==> src/hdl/ldsc_pkg.sv <==
package ldsc_pkg;

  localparam int AdcBits  = 10;
  localparam int AdcShift = AdcBits - 8;

  localparam logic [7:0] SoftLimit = 8'd30;
  localparam logic [7:0] DutyMax   = 8'hFF;

  localparam int DivSteps = 16;
  localparam int DivCntW  = $clog2(DivSteps);

  typedef enum logic [2:0] {
    MODE_RATIO      = 3'd0,
    MODE_RATIO_INV  = 3'd1,
    MODE_VOLT       = 3'd2,
    MODE_RATIO_SOFT = 3'd3,
    MODE_VOLT_SOFT  = 3'd4
  } mode_t;

  typedef enum logic [1:0] {
    CFG_MODE_ONE = 2'd0,
    CFG_MODE_TWO = 2'd1
  } cfg_idx_t;

  typedef struct packed {
    logic [7:0] setpoint_one;
    logic [7:0] setpoint_two;
    logic [7:0] programmed_level_one;
    logic [7:0] programmed_level_two;
    logic [9:0] battery_sample;
  } in_t;

  typedef struct packed {
    logic [7:0] duty_one;
    logic [7:0] duty_two;
    logic       invert_one;
    logic       invert_two;
  } out_t;

  // controller to datapath
  typedef struct packed {
    logic load;
    logic mul;
    logic div_step;
    logic upd;
    logic out_load;
    logic ch;
  } cmd_t;

endpackage

==> src/hdl/ldsc_ctrl.sv <==
module ldsc_ctrl (
  input  logic           clk,
  input  logic           rst_n,
  input  logic           in_valid,
  output logic           in_stall,
  output logic           out_valid,
  input  logic           out_stall,
  output ldsc_pkg::cmd_t cmd
);

  typedef enum logic [4:0] {
    S_IDLE = 5'b00001,
    S_MUL  = 5'b00010,
    S_DIV  = 5'b00100,
    S_UPD  = 5'b01000,
    S_DONE = 5'b10000
  } state_t;

  state_t                       state_r, state_nxt;
  logic                         ch_r, ch_nxt;
  logic [ldsc_pkg::DivCntW-1:0] cnt_r, cnt_nxt;
  logic                         out_valid_r, out_valid_nxt;

  always_comb begin
    state_nxt     = state_r;
    ch_nxt        = ch_r;
    cnt_nxt       = cnt_r;
    out_valid_nxt = out_valid_r && out_stall;
    cmd           = '0;
    cmd.ch        = ch_r;
    unique case (state_r)
      S_IDLE: begin
        if (in_valid) begin
          cmd.load  = 1'b1;
          ch_nxt    = 1'b0;
          state_nxt = S_MUL;
        end
      end
      S_MUL: begin
        cmd.mul   = 1'b1;
        cnt_nxt   = '0;
        state_nxt = S_DIV;
      end
      S_DIV: begin
        cmd.div_step = 1'b1;
        cnt_nxt      = cnt_r + 1'b1;
        if (cnt_r == ldsc_pkg::DivCntW'(ldsc_pkg::DivSteps - 1)) begin
          state_nxt = S_UPD;
        end
      end
      S_UPD: begin
        cmd.upd = 1'b1;
        if (ch_r) begin
          state_nxt = S_DONE;
        end else begin
          ch_nxt    = 1'b1;
          state_nxt = S_MUL;
        end
      end
      S_DONE: begin
        // output register free or being emptied this cycle
        if (!out_valid_r || !out_stall) begin
          cmd.out_load  = 1'b1;
          out_valid_nxt = 1'b1;
          state_nxt     = S_IDLE;
        end
      end
      default: begin
        state_nxt = S_IDLE;
      end
    endcase
  end

  always_ff @(posedge clk) begin
    if (!rst_n) begin
      state_r     <= S_IDLE;
      ch_r        <= 1'b0;
      cnt_r       <= '0;
      out_valid_r <= 1'b0;
    end else begin
      state_r     <= state_nxt;
      ch_r        <= ch_nxt;
      cnt_r       <= cnt_nxt;
      out_valid_r <= out_valid_nxt;
    end
  end

  assign in_stall  = (state_r != S_IDLE);
  assign out_valid = out_valid_r;

endmodule

==> src/hdl/ldsc_datapath.sv <==
module ldsc_datapath (
  input  logic           clk,
  input  logic           rst_n,
  input  ldsc_pkg::cmd_t cmd,
  input  ldsc_pkg::in_t  in_data,
  input  logic           cfg_we,
  input  logic [1:0]     cfg_index,
  input  logic [2:0]     cfg_data,
  output ldsc_pkg::out_t out_data
);

  function automatic logic [7:0] soft_step(input logic [7:0] cur, input logic [7:0] target);
    if (cur > target || cur > ldsc_pkg::SoftLimit) begin
      return target;
    end
    return cur + 8'd1;
  endfunction

  ldsc_pkg::in_t  in_r;
  ldsc_pkg::out_t out_r;
  logic [2:0]     mode_one_r, mode_two_r;
  logic [7:0]     applied_one_r, applied_two_r;
  logic [15:0]    q_r;
  logic [7:0]     rem_r;

  logic [7:0]  volts;
  logic [7:0]  sel_set, sel_level, sel_cur;
  logic [2:0]  sel_mode;
  logic [8:0]  rem_sh;
  logic        ge;
  logic [7:0]  comp;
  logic [7:0]  new_duty;

  assign volts     = 8'(in_r.battery_sample >> ldsc_pkg::AdcShift);
  assign sel_set   = cmd.ch ? in_r.setpoint_two : in_r.setpoint_one;
  assign sel_level = cmd.ch ? in_r.programmed_level_two : in_r.programmed_level_one;
  assign sel_cur   = cmd.ch ? applied_two_r : applied_one_r;
  assign sel_mode  = cmd.ch ? mode_two_r : mode_one_r;

  // restoring division, one quotient bit a cycle
  assign rem_sh = {rem_r, q_r[15]};
  assign ge     = rem_sh >= {1'b0, volts};

  always_comb begin
    if (volts == 8'd0) begin
      comp = 8'd0;
    end else if (q_r[15:8] != 8'd0) begin
      comp = ldsc_pkg::DutyMax;
    end else begin
      comp = q_r[7:0];
    end
  end

  always_comb begin
    if (sel_set == 8'd0) begin
      new_duty = 8'd0;
    end else begin
      unique case (sel_mode)
        ldsc_pkg::MODE_RATIO,
        ldsc_pkg::MODE_RATIO_INV:  new_duty = sel_set;
        ldsc_pkg::MODE_VOLT:       new_duty = comp;
        ldsc_pkg::MODE_RATIO_SOFT: new_duty = soft_step(sel_cur, sel_set);
        ldsc_pkg::MODE_VOLT_SOFT:  new_duty = soft_step(sel_cur, comp);
        default:                   new_duty = sel_cur;
      endcase
    end
  end

  always_ff @(posedge clk) begin
    if (!rst_n) begin
      mode_one_r    <= ldsc_pkg::MODE_RATIO;
      mode_two_r    <= ldsc_pkg::MODE_RATIO;
      applied_one_r <= 8'd0;
      applied_two_r <= 8'd0;
    end else begin
      if (cfg_we && cfg_index == ldsc_pkg::CFG_MODE_ONE) begin
        mode_one_r <= cfg_data;
      end
      if (cfg_we && cfg_index == ldsc_pkg::CFG_MODE_TWO) begin
        mode_two_r <= cfg_data;
      end
      if (cmd.upd && !cmd.ch) begin
        applied_one_r <= new_duty;
      end
      if (cmd.upd && cmd.ch) begin
        applied_two_r <= new_duty;
      end
    end
  end

  always_ff @(posedge clk) begin
    if (cmd.load) begin
      in_r <= in_data;
    end
    if (cmd.mul) begin
      q_r   <= {8'd0, sel_set} * {8'd0, sel_level} + 16'd1;
      rem_r <= 8'd0;
    end else if (cmd.div_step) begin
      q_r   <= {q_r[14:0], ge};
      rem_r <= ge ? 8'(rem_sh - {1'b0, volts}) : rem_sh[7:0];
    end
    if (cmd.out_load) begin
      out_r.duty_one   <= applied_one_r;
      out_r.duty_two   <= applied_two_r;
      out_r.invert_one <= (mode_one_r == ldsc_pkg::MODE_RATIO_INV);
      out_r.invert_two <= (mode_two_r == ldsc_pkg::MODE_RATIO_INV);
    end
  end

  assign out_data = out_r;

endmodule

==> src/hdl/lamp_duty_softstart_compensator_unit.sv <==
// one tick at a time: in_stall stays high from the taken input beat until the
//   result is loaded; each channel in turn takes a multiply step, a pass through
//   the shared bit-serial divider and an update step
// a finished result waits in the output register while the next tick is taken
// reset (rst_n low, synchronous) clears both modes to ratio, both applied duties
//   to zero and empties the output register
module lamp_duty_softstart_compensator_unit (
  input  logic           clk,
  input  logic           rst_n,
  input  logic           in_valid,
  output logic           in_stall,
  input  ldsc_pkg::in_t  in_data,
  output logic           out_valid,
  input  logic           out_stall,
  output ldsc_pkg::out_t out_data,
  input  logic           cfg_valid,
  output logic           cfg_ready,
  input  logic [1:0]     cfg_index,
  input  logic [2:0]     cfg_data
);

  ldsc_pkg::cmd_t cmd;

  assign cfg_ready = 1'b1;

  ldsc_ctrl u_ctrl (
    .clk       (clk),
    .rst_n     (rst_n),
    .in_valid  (in_valid),
    .in_stall  (in_stall),
    .out_valid (out_valid),
    .out_stall (out_stall),
    .cmd       (cmd)
  );

  ldsc_datapath u_dp (
    .clk       (clk),
    .rst_n     (rst_n),
    .cmd       (cmd),
    .in_data   (in_data),
    .cfg_we    (cfg_valid && cfg_ready),
    .cfg_index (cfg_index),
    .cfg_data  (cfg_data),
    .out_data  (out_data)
  );

endmodule

==> config.mk <==
export PLATFORM = sky130hd
export DESIGN_NAME = lamp_duty_softstart_compensator_unit
export DESIGN_NICKNAME = d
export VERILOG_FILES = /design/src/hdl/ldsc_pkg.sv /design/src/hdl/ldsc_ctrl.sv /design/src/hdl/ldsc_datapath.sv /design/src/hdl/lamp_duty_softstart_compensator_unit.sv
export SDC_FILE = /design/constraint.sdc
export NUM_CORES = 1
export LEC_CHECK = 0
export BUFFER_PORTS_ARGS = -buffer_cell sky130_fd_sc_hd__buf_4
export CAP_MARGIN = 0
export CORE_UTILIZATION = 40
export CTS_BUF_LIST = sky130_fd_sc_hd__clkbuf_8
export DETAILED_ROUTE_END_ITERATION = 10
export GPL_TIMING_DRIVEN = 0
export MAX_ROUTING_LAYER = met4
export PLACE_DENSITY = 0.56
export SYNTH_ARGS = -nofsm -noshare
export SYNTH_HDL_FRONTEND = slang
export SYNTH_HIERARCHICAL = 1
export SYNTH_SLANG_ARGS = --single-unit
==> constraint.sdc <==
create_clock -name clk -period 16 [get_ports clk]
set_input_delay 0.8 -clock clk [delete_from_list [all_inputs] [get_ports clk]]
set_output_delay 0.8 -clock clk [all_outputs]
set_load 0.02 [all_outputs]
==> flow_metrics.py, run 1 <==
metrics = {
    "hold_path": {
        "whs_path_depth": 0,
        "hold_path.class": "reg2reg",
        "hold_path.startpoint": "u_dp/applied_two_r[6]",
        "hold_path_end": "u_dp/out_data[8]",
    },
    "synthesis": {
        "synthesis.area_um2": 7800,
        "yosys-top-cells-count": "nor2_1, edfxtp_1, inv_1",
        "ys.warnings.count": 6,
        "syn-num-nets": 909,
        "ys_seq_area_share_pct": 39.0,
        "ys.flop_type": "edfxtp_1",
        "synth_edf_count": 74,
        "synth_top_cell_by_area": "edfxtp_1",
        "ys_ff_latch": 115,
        "synth.avg_cell_area_um2": 10.3,
        "synthCells": 755,
        "yosysUniqueCellTypes": 72,
        "synth_top_area_share_pct": 28.5,
        "synth.most_common_cell": "nor2_1",
        "synth_area_leaders": "edfxtp_1, dfxtp_1, ha_1",
        "async_flop_share_pct": 0,
    },
    "global_routing": {
        "grt_pass1_wl_um": 30400,
        "antenna_found_initial": 0,
        "grt_pass1_vias": 6132,
        "grt_max_degree": 31,
        "grt-ovfl-total": 0,
        "grt_usage_pct": 20.3,
    },
    "sta": {
        "min_period_ns": 7.08,
        "fmax_mhz": 141,
        "slew_headroom_pct": 7.25,
        "finalCritPeriodShare_pct": 44.2,
        "skew_ns": 0.0141,
        "worst_slew_pin_slew_ns": 1.35,
        "hold_violations": 0,
        "rsz0062_at_grt": "no",
        "slew_violations": 0,
        "finalSetupViolCount": 0,
        "setup_tns_ns": 0,
    },
    "power": {
        "p_leak_uw": 0.00386,
        "powerDensity_nw_per_um2": 215,
        "total_power_uw": 1960,
        "ir_drop_mv": 0.162,
    },
    "placed_design": {
        "gp_congestion": 0.907,
        "place_inst": 1086,
        "post-dp-hpwl_um": 14400,
        "detailed_place.area_um2": 8690,
        "portBuffers": 69,
    },
    "floorplanning": {
        "initial_core_util_pct": 41.3,
        "die_h_um": 142,
        "dieArea_um2": 20100,
        "die_w_um": 142,
        "num_io_pins": 73,
        "core_um2": 18900,
        "rows": 50,
    },
    "drt": {
        "drcViolationCount": 0,
        "viasPerCell": 5.32,
        "vias": 5943,
        "drt_iter0_markers": 328,
        "antenna_left": 0,
        "dr.pass1.iters": 5,
        "wl_um": 18600,
        "wl_per_cell_um": 16.6,
    },
    "cells_and_area": {
        "fin_cells": 1118,
        "area_growth_pct": 17.1,
        "num-nets-final": 999,
        "fin_util_pct": 48.4,
        "fill_cells": 1773,
        "fin_area_um2": 9140,
        "n_antenna_cell": 0,
        "layout-drive-gt1-share_pct": 19.1,
    },
    "critical_path": {
        "critPathMaxFanout": 10,
        "crit_slowest_cell": "mux2i_1",
        "crit_path_max_incr_delay_ns": 0.83,
        "rr_startpoint": "u_ctrl/ch_r",
        "critPathMostFrequentCell": "fa_1",
        "ff2ff_path_depth": 22,
        "start_kind": "register",
        "path_class": "reg2reg",
        "rrSetupSlack_ns": 8.92,
        "cp-end-kind": "register",
        "cp_cell_sequence": "buf_4 > buf_6 > buf_2 > buf_1 > buf_2 > mux2i_1 > or2_2 > fa_1 > fa_1 > inv_1 > fa_1 > inv_1 > fa_1 > inv_1 > ha_1 > nor3_1 > o21ai_0 > o21ai_0 > o21ai_0 > o31ai_1 > xnor2_1 > mux2_2",
        "worstReg2RegEnd": "u_dp/q_r[15]",
        "arrival_ns": 7.27,
        "cp.required_ns": 16.20,
    },
    "clock_network": {
        "insertion_delay_ns": 0.45,
        "cts_resized": 0,
        "cts_buffers": 17,
        "clk_pin_slew_worst_paths_ns": 0.08,
        "post-cts-setup-buffer-count": 0,
        "clockRootBuffer": "clkbuf_8",
        "cts_hold_buf": 0,
        "cts_tree": "built",
        "clock_path_buffers": 2,
        "h-tree-depth": 4,
        "clock-sinks": 115,
    },
    "run_status": {
        "status": "complete, no violations",
    },
    "job": {
        "maxCapViolCount": 0,
    },
}
through the flow:
| step | hold WS, ns | setup WS [ns] |
|---|---|---|
| final | 0.465 | 8.92 |
| after global routing | 0.492 | 8.46 |
| after CTS | 0.471 | 8.94 |
| after detailed placement | 0.454 | 8.99 |
| after global placement | 0.446 | 9.11 |
| after floorplan | 0.425 | 10.22 |
layout make-up:
class | count | area (µm²) | share of cell area (%)
Buffer | 21 | 110 | 1.21
Clock buffer | 18 | 248 | 2.71
Clock inverter | 14 | 199 | 2.18
Inverter | 73 | 274 | 3.00
Multi-Input combinational cell | 546 | 4380 | 48.0
Sequential cell | 115 | 3040 | 33.3
Tap cell | 260 | 325 | 3.56
Timing Repair Buffer | 71 | 553 | 6.05
logic make-up after synthesis:
logic type / synth area share, %
compound gates: 13.0
flops: 39.0
buf+inv: 4.92
xor+xnor: 2.02
other cells: 0.0481
mux: 6.34
simple gates: 14.7
fa+ha+maj: 19.9
worst max-delay path by stage:
stage / start / endpoint / slack (ns) / depth (start not counted)
after floorplan: u_ctrl/ch_r / u_dp/q_r[14] / 10.22 / 19
after global placement: u_ctrl/ch_r / u_dp/q_r[14] / 9.11 / 19
after detailed placement: u_ctrl/ch_r / u_dp/q_r[14] / 8.99 / 19
after CTS: u_ctrl/ch_r / u_dp/q_r[14] / 8.94 / 19
after global routing: u_ctrl/ch_r / u_dp/q_r[14] / 8.46 / 19
final: u_ctrl/ch_r / u_dp/q_r[15] / 8.92 / 22
flip-flops by register name, summed over array words and instances, names as in the netlist, 3 cells and up:
signal,cells
u_ctrl/cnt_r,4
u_ctrl/state_r,5
u_dp/applied_one_r,8
u_dp/applied_two_r,8
u_dp/in_r,40
u_dp/mode_one_r,3
u_dp/mode_two_r,3
u_dp/out_data,18
u_dp/q_r,16
u_dp/rem_r,8
critical path: cells and delay by family (launching register included):
family | cells | cell delay [ns]
DFF | 1 | 0.37
and+or+nand+nor | 2 | 0.43
xor gates and xnor gates | 1 | 0.15
AOI/OAI and AO/OA | 4 | 0.81
muxes | 2 | 1.10
buffers and inverters | 8 | 1.70
adders and majority gates | 5 | 2.25
metal layers:
metal / share of wire (%) / GRT usage [%] / vias up
met5: 0 / - / -
met4: 2.7 / 8.94 / 0
met3: 3.6 / 2.97 / 35
met2: 49 / 33.9 / 147
met1: 45 / 24.4 / 2885
li1: - / - / 2876
power breakdown:
part / switching (µW) / internal (µW) / total [µW]
sequential: 30.9 / 387 / 418
clock: 131 / 176 / 306
combinational: 705 / 533 / 1240
total: 867 / 1100 / 1960
layout by cell type (no fill, tap or decap), drive strengths merged, types with 32 or more instances in the layout:
master / count
nor2: 83
buf: 82
inv: 78
edfxtp: 74
ha: 65
nand2: 47
dfxtp: 41
o21ai: 38
fa: 37
a21oi: 32
(Power assumes the default switching activity.)
==> run 2, diff against run 1 <==
clock period = 6.85 ns   (was 16 ns; I/O delays follow)
==> run 2 against run 1 <==
First-iteration DRC count up 8.2%. Clock skew about the same. Global-route usage about the same. Sequential power up 140%. Maximum frequency up 11%. Critical path depth down 1. Wire length about the same. Critical path type unchanged. Cell area up 1.1%. Hold slack worse by 0.40 ns.
==> flow_metrics.py, run 2 (same netlist as run 1, synthesis figures left out) <==
metrics = {
    "clock_network": {
        "cts_hold_buf": 0,
        "insertion_delay_ns": 0.45,
        "cts_buffers": 17,
        "clk_pin_slew_worst_paths_ns": 0.08,
        "clock-sinks": 115,
        "cts_tree": "built",
        "clockRootBuffer": "clkbuf_8",
        "h-tree-depth": 4,
        "post-cts-setup-buffer-count": 0,
        "clock_path_buffers": 2,
        "cts_resized": 7,
    },
    "placed_design": {
        "post-dp-hpwl_um": 14400,
        "gp_congestion": 0.907,
        "portBuffers": 69,
    },
    "cells_and_area": {
        "seq_area_um2": 3040,
        "final_cell_mix": "nor2_1, inv_1, edfxtp_1, buf_4, ha_1",
        "largest_reg_flops": 40,
        "num-nets-final": 999,
        "max_flop_register": "u_dp/in_r",
        "area_growth_pct": 18.4,
        "multi_input_area_um2": 4480,
        "n_antenna_cell": 0,
        "fill_cells": 1768,
        "mostFrequentLayoutCell": "nor2_1",
        "layout-drive-gt1-share_pct": 20.5,
    },
    "critical_path": {
        "start_kind": "register",
        "path_class": "reg2reg",
        "arrival_ns": 6.58,
        "cp.required_ns": 7.05,
        "rr_startpoint": "u_ctrl/ch_r",
        "cp-end-kind": "register",
        "critPathMaxFanout": 10,
        "worstReg2RegEnd": "u_dp/q_r[15]",
        "ff2ff_path_depth": 21,
        "rrSetupSlack_ns": 0.46,
    },
    "global_routing": {
        "grt_max_degree": 31,
        "grt-ovfl-total": 0,
        "antenna_found_initial": 0,
        "grt_usage_pct": 20.3,
        "grt_pass1_wl_um": 30400,
        "grt_pass1_vias": 6134,
    },
    "sta": {
        "fmax_mhz": 157,
        "whs_ns": 0.0656,
        "hold_violations": 0,
        "slew_headroom_pct": 20.4,
        "slew_violations": 0,
        "finalCritPeriodShare_pct": 93.3,
        "min_period_ns": 6.39,
        "skew_ns": 0.0144,
        "worst_slew_pin_slew_ns": 1.18,
        "finalSetupViolCount": 0,
        "rsz0062_at_grt": "no",
        "setup_tns_ns": 0,
    },
    "floorplanning": {
        "core_um2": 18900,
        "dieArea_um2": 20100,
        "rows": 50,
        "num_io_pins": 73,
        "initial_core_util_pct": 41.3,
        "die_h_um": 142,
        "die_w_um": 142,
    },
    "drt": {
        "wl_per_cell_um": 16.6,
        "wl_um": 18600,
        "dr.pass1.iters": 5,
        "viasPerCell": 5.31,
        "antenna_left": 0,
        "drcViolationCount": 0,
        "drt_iter0_markers": 355,
        "vias": 5942,
    },
    "hold_path": {
        "hold_path.startpoint": "in_data[9]",
        "hold_path.class": "in2reg",
        "hold_path_end": "u_dp/in_r[9]",
        "whs_path_depth": 1,
    },
    "run_status": {
        "status": "complete, no violations",
    },
    "job": {
        "maxCapViolCount": 0,
    },
    "power": {
        "ir_drop_mv": 0.378,
        "p_leak_uw": 0.00389,
        "powerDensity_nw_per_um2": 499,
    },
}
-- run 2: cell types whose count changed in the layout (fill, tap and decap cells not counted) --
cell | previous run | this run
mux2i_1 | 31 | 20
mux2i_4 | 0 | 6
mux2i_2 | 0 | 5
a2111oi_0 | 1 | 0
a2111oi_1 | 0 | 1
buf_1 | 2 | 1
clkbuf_4 | 0 | 1
-- run 2: worst max path at each step --
stage | start | to
after global routing | u_ctrl/ch_r | u_dp/q_r[15]
after detailed placement | u_ctrl/ch_r | u_dp/q_r[14]
after CTS | u_ctrl/ch_r | u_dp/q_r[15]
after global placement | u_ctrl/ch_r | u_dp/q_r[14]
final | u_ctrl/ch_r | u_dp/q_r[15]
after floorplan | u_ctrl/ch_r | u_dp/q_r[14]
-- run 2: critical path, cell delays in order, from the launching register on --
cell     delay (ns)
dfxtp_1        0.37
buf_4          0.14
buf_6          0.15
buf_2          0.25
buf_2          0.37
mux2i_2        0.74
or2_2          0.25
fa_1           0.44
fa_1           0.55
inv_1          0.06
fa_1           0.54
inv_1          0.06
fa_1           0.54
inv_1          0.04
ha_1           0.24
nor3_1         0.16
o21ai_0        0.13
o21ai_0        0.12
o21ai_0        0.20
o31ai_1        0.34
xnor2_1        0.15
mux2_2         0.27
-- run 2: where the power goes --
group	switching, µW	internal (µW)
clock network	305	410
registers	84.3	906
logic	1640	1260
-- run 2: stage by stage --
step	setup WS [ns]	power (µW)	util, %	std cells	area [µm²]
6_report	0.462	4610	48.9	1118	9240
5_1_grt	0.0305	5110	48.9	1118	9240
4_1_cts	0.122	4660	48.5	1118	9160
3_5_place_dp	-0.165	3900	46.0	1086	8690
3_3_place_gp	-0.0444	3830	45.7	1084	8640
2_1_floorplan	1.07	3230	-	755	7800
-- run 2: cell type report --
class                      count  share of cell area [%]
buffer                        21                    1.23
tap                          260                    3.52
timing repair buffer          71                    5.99
inverter                      73                    2.97
clock buffer                  18                    2.68
clock inverter                14                    2.15
multi-input combinational    546                    48.5
sequential                   115                    32.9
-- run 2: routing by layer --
| metal | GRT usage (%) | part of all wire (%) | routed length, µm |
|---|---|---|---|
| met1 | 24.4 | 44 | 8160 |
| met2 | 33.8 | 49 | 9160 |
| met3 | 2.97 | 4.0 | 744 |
| met4 | 8.94 | 2.7 | 510 |
| met5 | - | 0 | 0 |
==> run 3, diff against run 2 <==
GPL_TIMING_DRIVEN = default   (was 0)
==> run 3 against run 2 <==
Sequential power decreased by 1%. Clock power is 17% lower. Critical endpoint is now u_dp/q_r[14]. Count of clock-buffer cells in the layout down 1. Register-to-register slack improved by 0.45 ns. Highest routed layer unchanged. Global-route usage down 0.37 points. Wire length fell by 3.6%. First-iteration DRC count shrank 14%. Utilization decreased by 1.2 points. Combinational power hardly changed. Cell area down 2.4%. Largest cell class unchanged. Sequential share of layout area grew 0.83 points.
==> flow_metrics.py, run 3 (same netlist as run 1, synthesis figures left out) <==
metrics = {
    "sta": {
        "min_period_ns": 5.94,
        "skew_ns": 0.0148,
        "worst_slew_pin_slew_ns": 1.19,
        "hold_violations": 0,
        "slew_violations": 0,
        "fmax_mhz": 168,
        "finalCritPeriodShare_pct": 86.7,
        "setup_tns_ns": 0,
        "rsz0062_at_grt": "no",
        "setup_slack_ns": 0.910,
        "finalSetupViolCount": 0,
        "slew_headroom_pct": 20.0,
    },
    "floorplanning": {
        "die_w_um": 142,
        "num_io_pins": 73,
        "core_um2": 18900,
        "dieArea_um2": 20100,
        "die_h_um": 142,
        "initial_core_util_pct": 41.3,
        "rows": 50,
    },
    "placed_design": {
        "post-place-ws_ns": 0.935,
        "post-dp-hpwl_um": 13600,
        "gp_congestion": 0.870,
        "portBuffers": 69,
    },
    "drt": {
        "met1_length_um": 7850,
        "wl_met3_um": 881,
        "wl_um": 17900,
        "dr.pass1.iters": 5,
        "viasPerCell": 5.31,
        "wl_per_cell_um": 16.2,
        "drt_iter0_markers": 305,
        "antenna_left": 0,
        "highest_layer": "met4",
        "drcViolationCount": 0,
        "route.met2.wl_um": 8920,
        "vias": 5885,
    },
    "cells_and_area": {
        "num-nets-final": 989,
        "area_growth_pct": 15.5,
        "n_antenna_cell": 0,
        "mostFrequentLayoutCell": "buf_4",
        "fill_cells": 1800,
        "max_flop_register": "u_dp/in_r",
        "largest_reg_flops": 40,
        "final_cell_mix": "buf_4, nor2_1, inv_1, edfxtp_1, ha_1",
        "layout-drive-gt1-share_pct": 19.3,
    },
    "clock_network": {
        "cts_resized": 0,
        "clk_pin_slew_worst_paths_ns": 0.08,
        "clock-sinks": 115,
        "insertion_delay_ns": 0.43,
        "clock_path_buffers": 2,
        "h-tree-depth": 4,
        "cts_hold_buf": 0,
        "cts_buffers": 17,
        "clockRootBuffer": "clkbuf_8",
        "post-cts-setup-buffer-count": 0,
        "cts_tree": "built",
    },
    "hold_path": {
        "hold_path_end": "u_dp/in_r[30]",
        "hold_path.class": "in2reg",
        "hold_path.startpoint": "in_data[30]",
        "whs_path_depth": 1,
    },
    "critical_path": {
        "cp.required_ns": 7.01,
        "arrival_ns": 6.10,
        "cp-end-kind": "register",
        "rrSetupSlack_ns": 0.91,
        "critPathMaxFanout": 31,
        "worstReg2RegEnd": "u_dp/q_r[14]",
        "rr_startpoint": "u_ctrl/ch_r",
        "ff2ff_path_depth": 16,
        "path_class": "reg2reg",
        "start_kind": "register",
    },
    "power": {
        "powerDensity_nw_per_um2": 494,
        "p_leak_uw": 0.00382,
        "total_power_uw": 4450,
        "ir_drop_mv": 0.407,
    },
    "global_routing": {
        "grt_max_degree": 35,
        "grt-ovfl-total": 0,
        "grt_pass1_wl_um": 30200,
        "antenna_found_initial": 0,
        "grt_usage_pct": 19.9,
        "grt_pass1_vias": 6128,
    },
    "run_status": {
        "status": "complete, no violations",
    },
    "job": {
        "maxCapViolCount": 0,
    },
}
==> run 3: per-layer routing <==
metal  global-route usage [%]  up-vias
li1                         -     2855
met2                     33.3      154
met1                     23.7     2861
met3                     4.35       15
met5                        -        -
met4                     6.73        0
==> run 3: worst max-delay path by stage <==
stage	from	to	slack, ns	cells after the start
2_1_floorplan	u_ctrl/ch_r	u_dp/q_r[14]	1.07	19
3_5_place_dp	u_ctrl/ch_r	u_dp/q_r[14]	0.94	16
5_1_grt	u_ctrl/ch_r	u_dp/q_r[14]	0.59	16
4_1_cts	u_ctrl/ch_r	u_dp/q_r[14]	0.91	16
3_3_place_gp	u_ctrl/ch_r	u_dp/q_r[14]	1.01	16
6_report	u_ctrl/ch_r	u_dp/q_r[14]	0.91	16
==> run 3: critical path, cell delays in order (launching register included) <==
cell       delay (ns)
dfxtp_2          0.79
buf_4            0.45
mux2i_1          0.74
nor2_1           0.12
fa_1             0.47
ha_1             0.29
inv_1            0.05
fa_1             0.52
inv_1            0.04
ha_1             0.35
a21o_1           0.20
a21o_1           0.21
a2111oi_0        0.60
nor3_1           0.18
o32ai_1          0.36
xor2_1           0.21
a21oi_1          0.08
==> run 3: area by class of cell <==
type	instances	area [µm²]	area share, %
clock inverters	15	128	1.42
flip-flops and latches	115	3040	33.8
clock buffers	17	234	2.60
multi-input cells	546	4390	48.7
repair buffers	82	616	6.83
inverters	73	274	3.04
well taps	260	325	3.61
==> run 3: where the power goes <==
| part | internal [µW] | total [µW] | switching, µW |
|---|---|---|---|
| Combinational | 1250 | 2880 | 1640 |
| Sequential | 905 | 978 | 73.0 |
| Clock | 314 | 592 | 278 |
==> run 3: stage by stage <==
step	area, µm²	hold WS [ns]	std cells	utilization [%]
2_1_floorplan	7800	0.425	755	-
3_3_place_gp	8650	0.445	1076	45.8
3_5_place_dp	8650	0.448	1076	45.8
4_1_cts	9010	0.0466	1108	47.7
5_1_grt	9010	0.0329	1108	47.7
6_report	9010	0.0826	1108	47.7
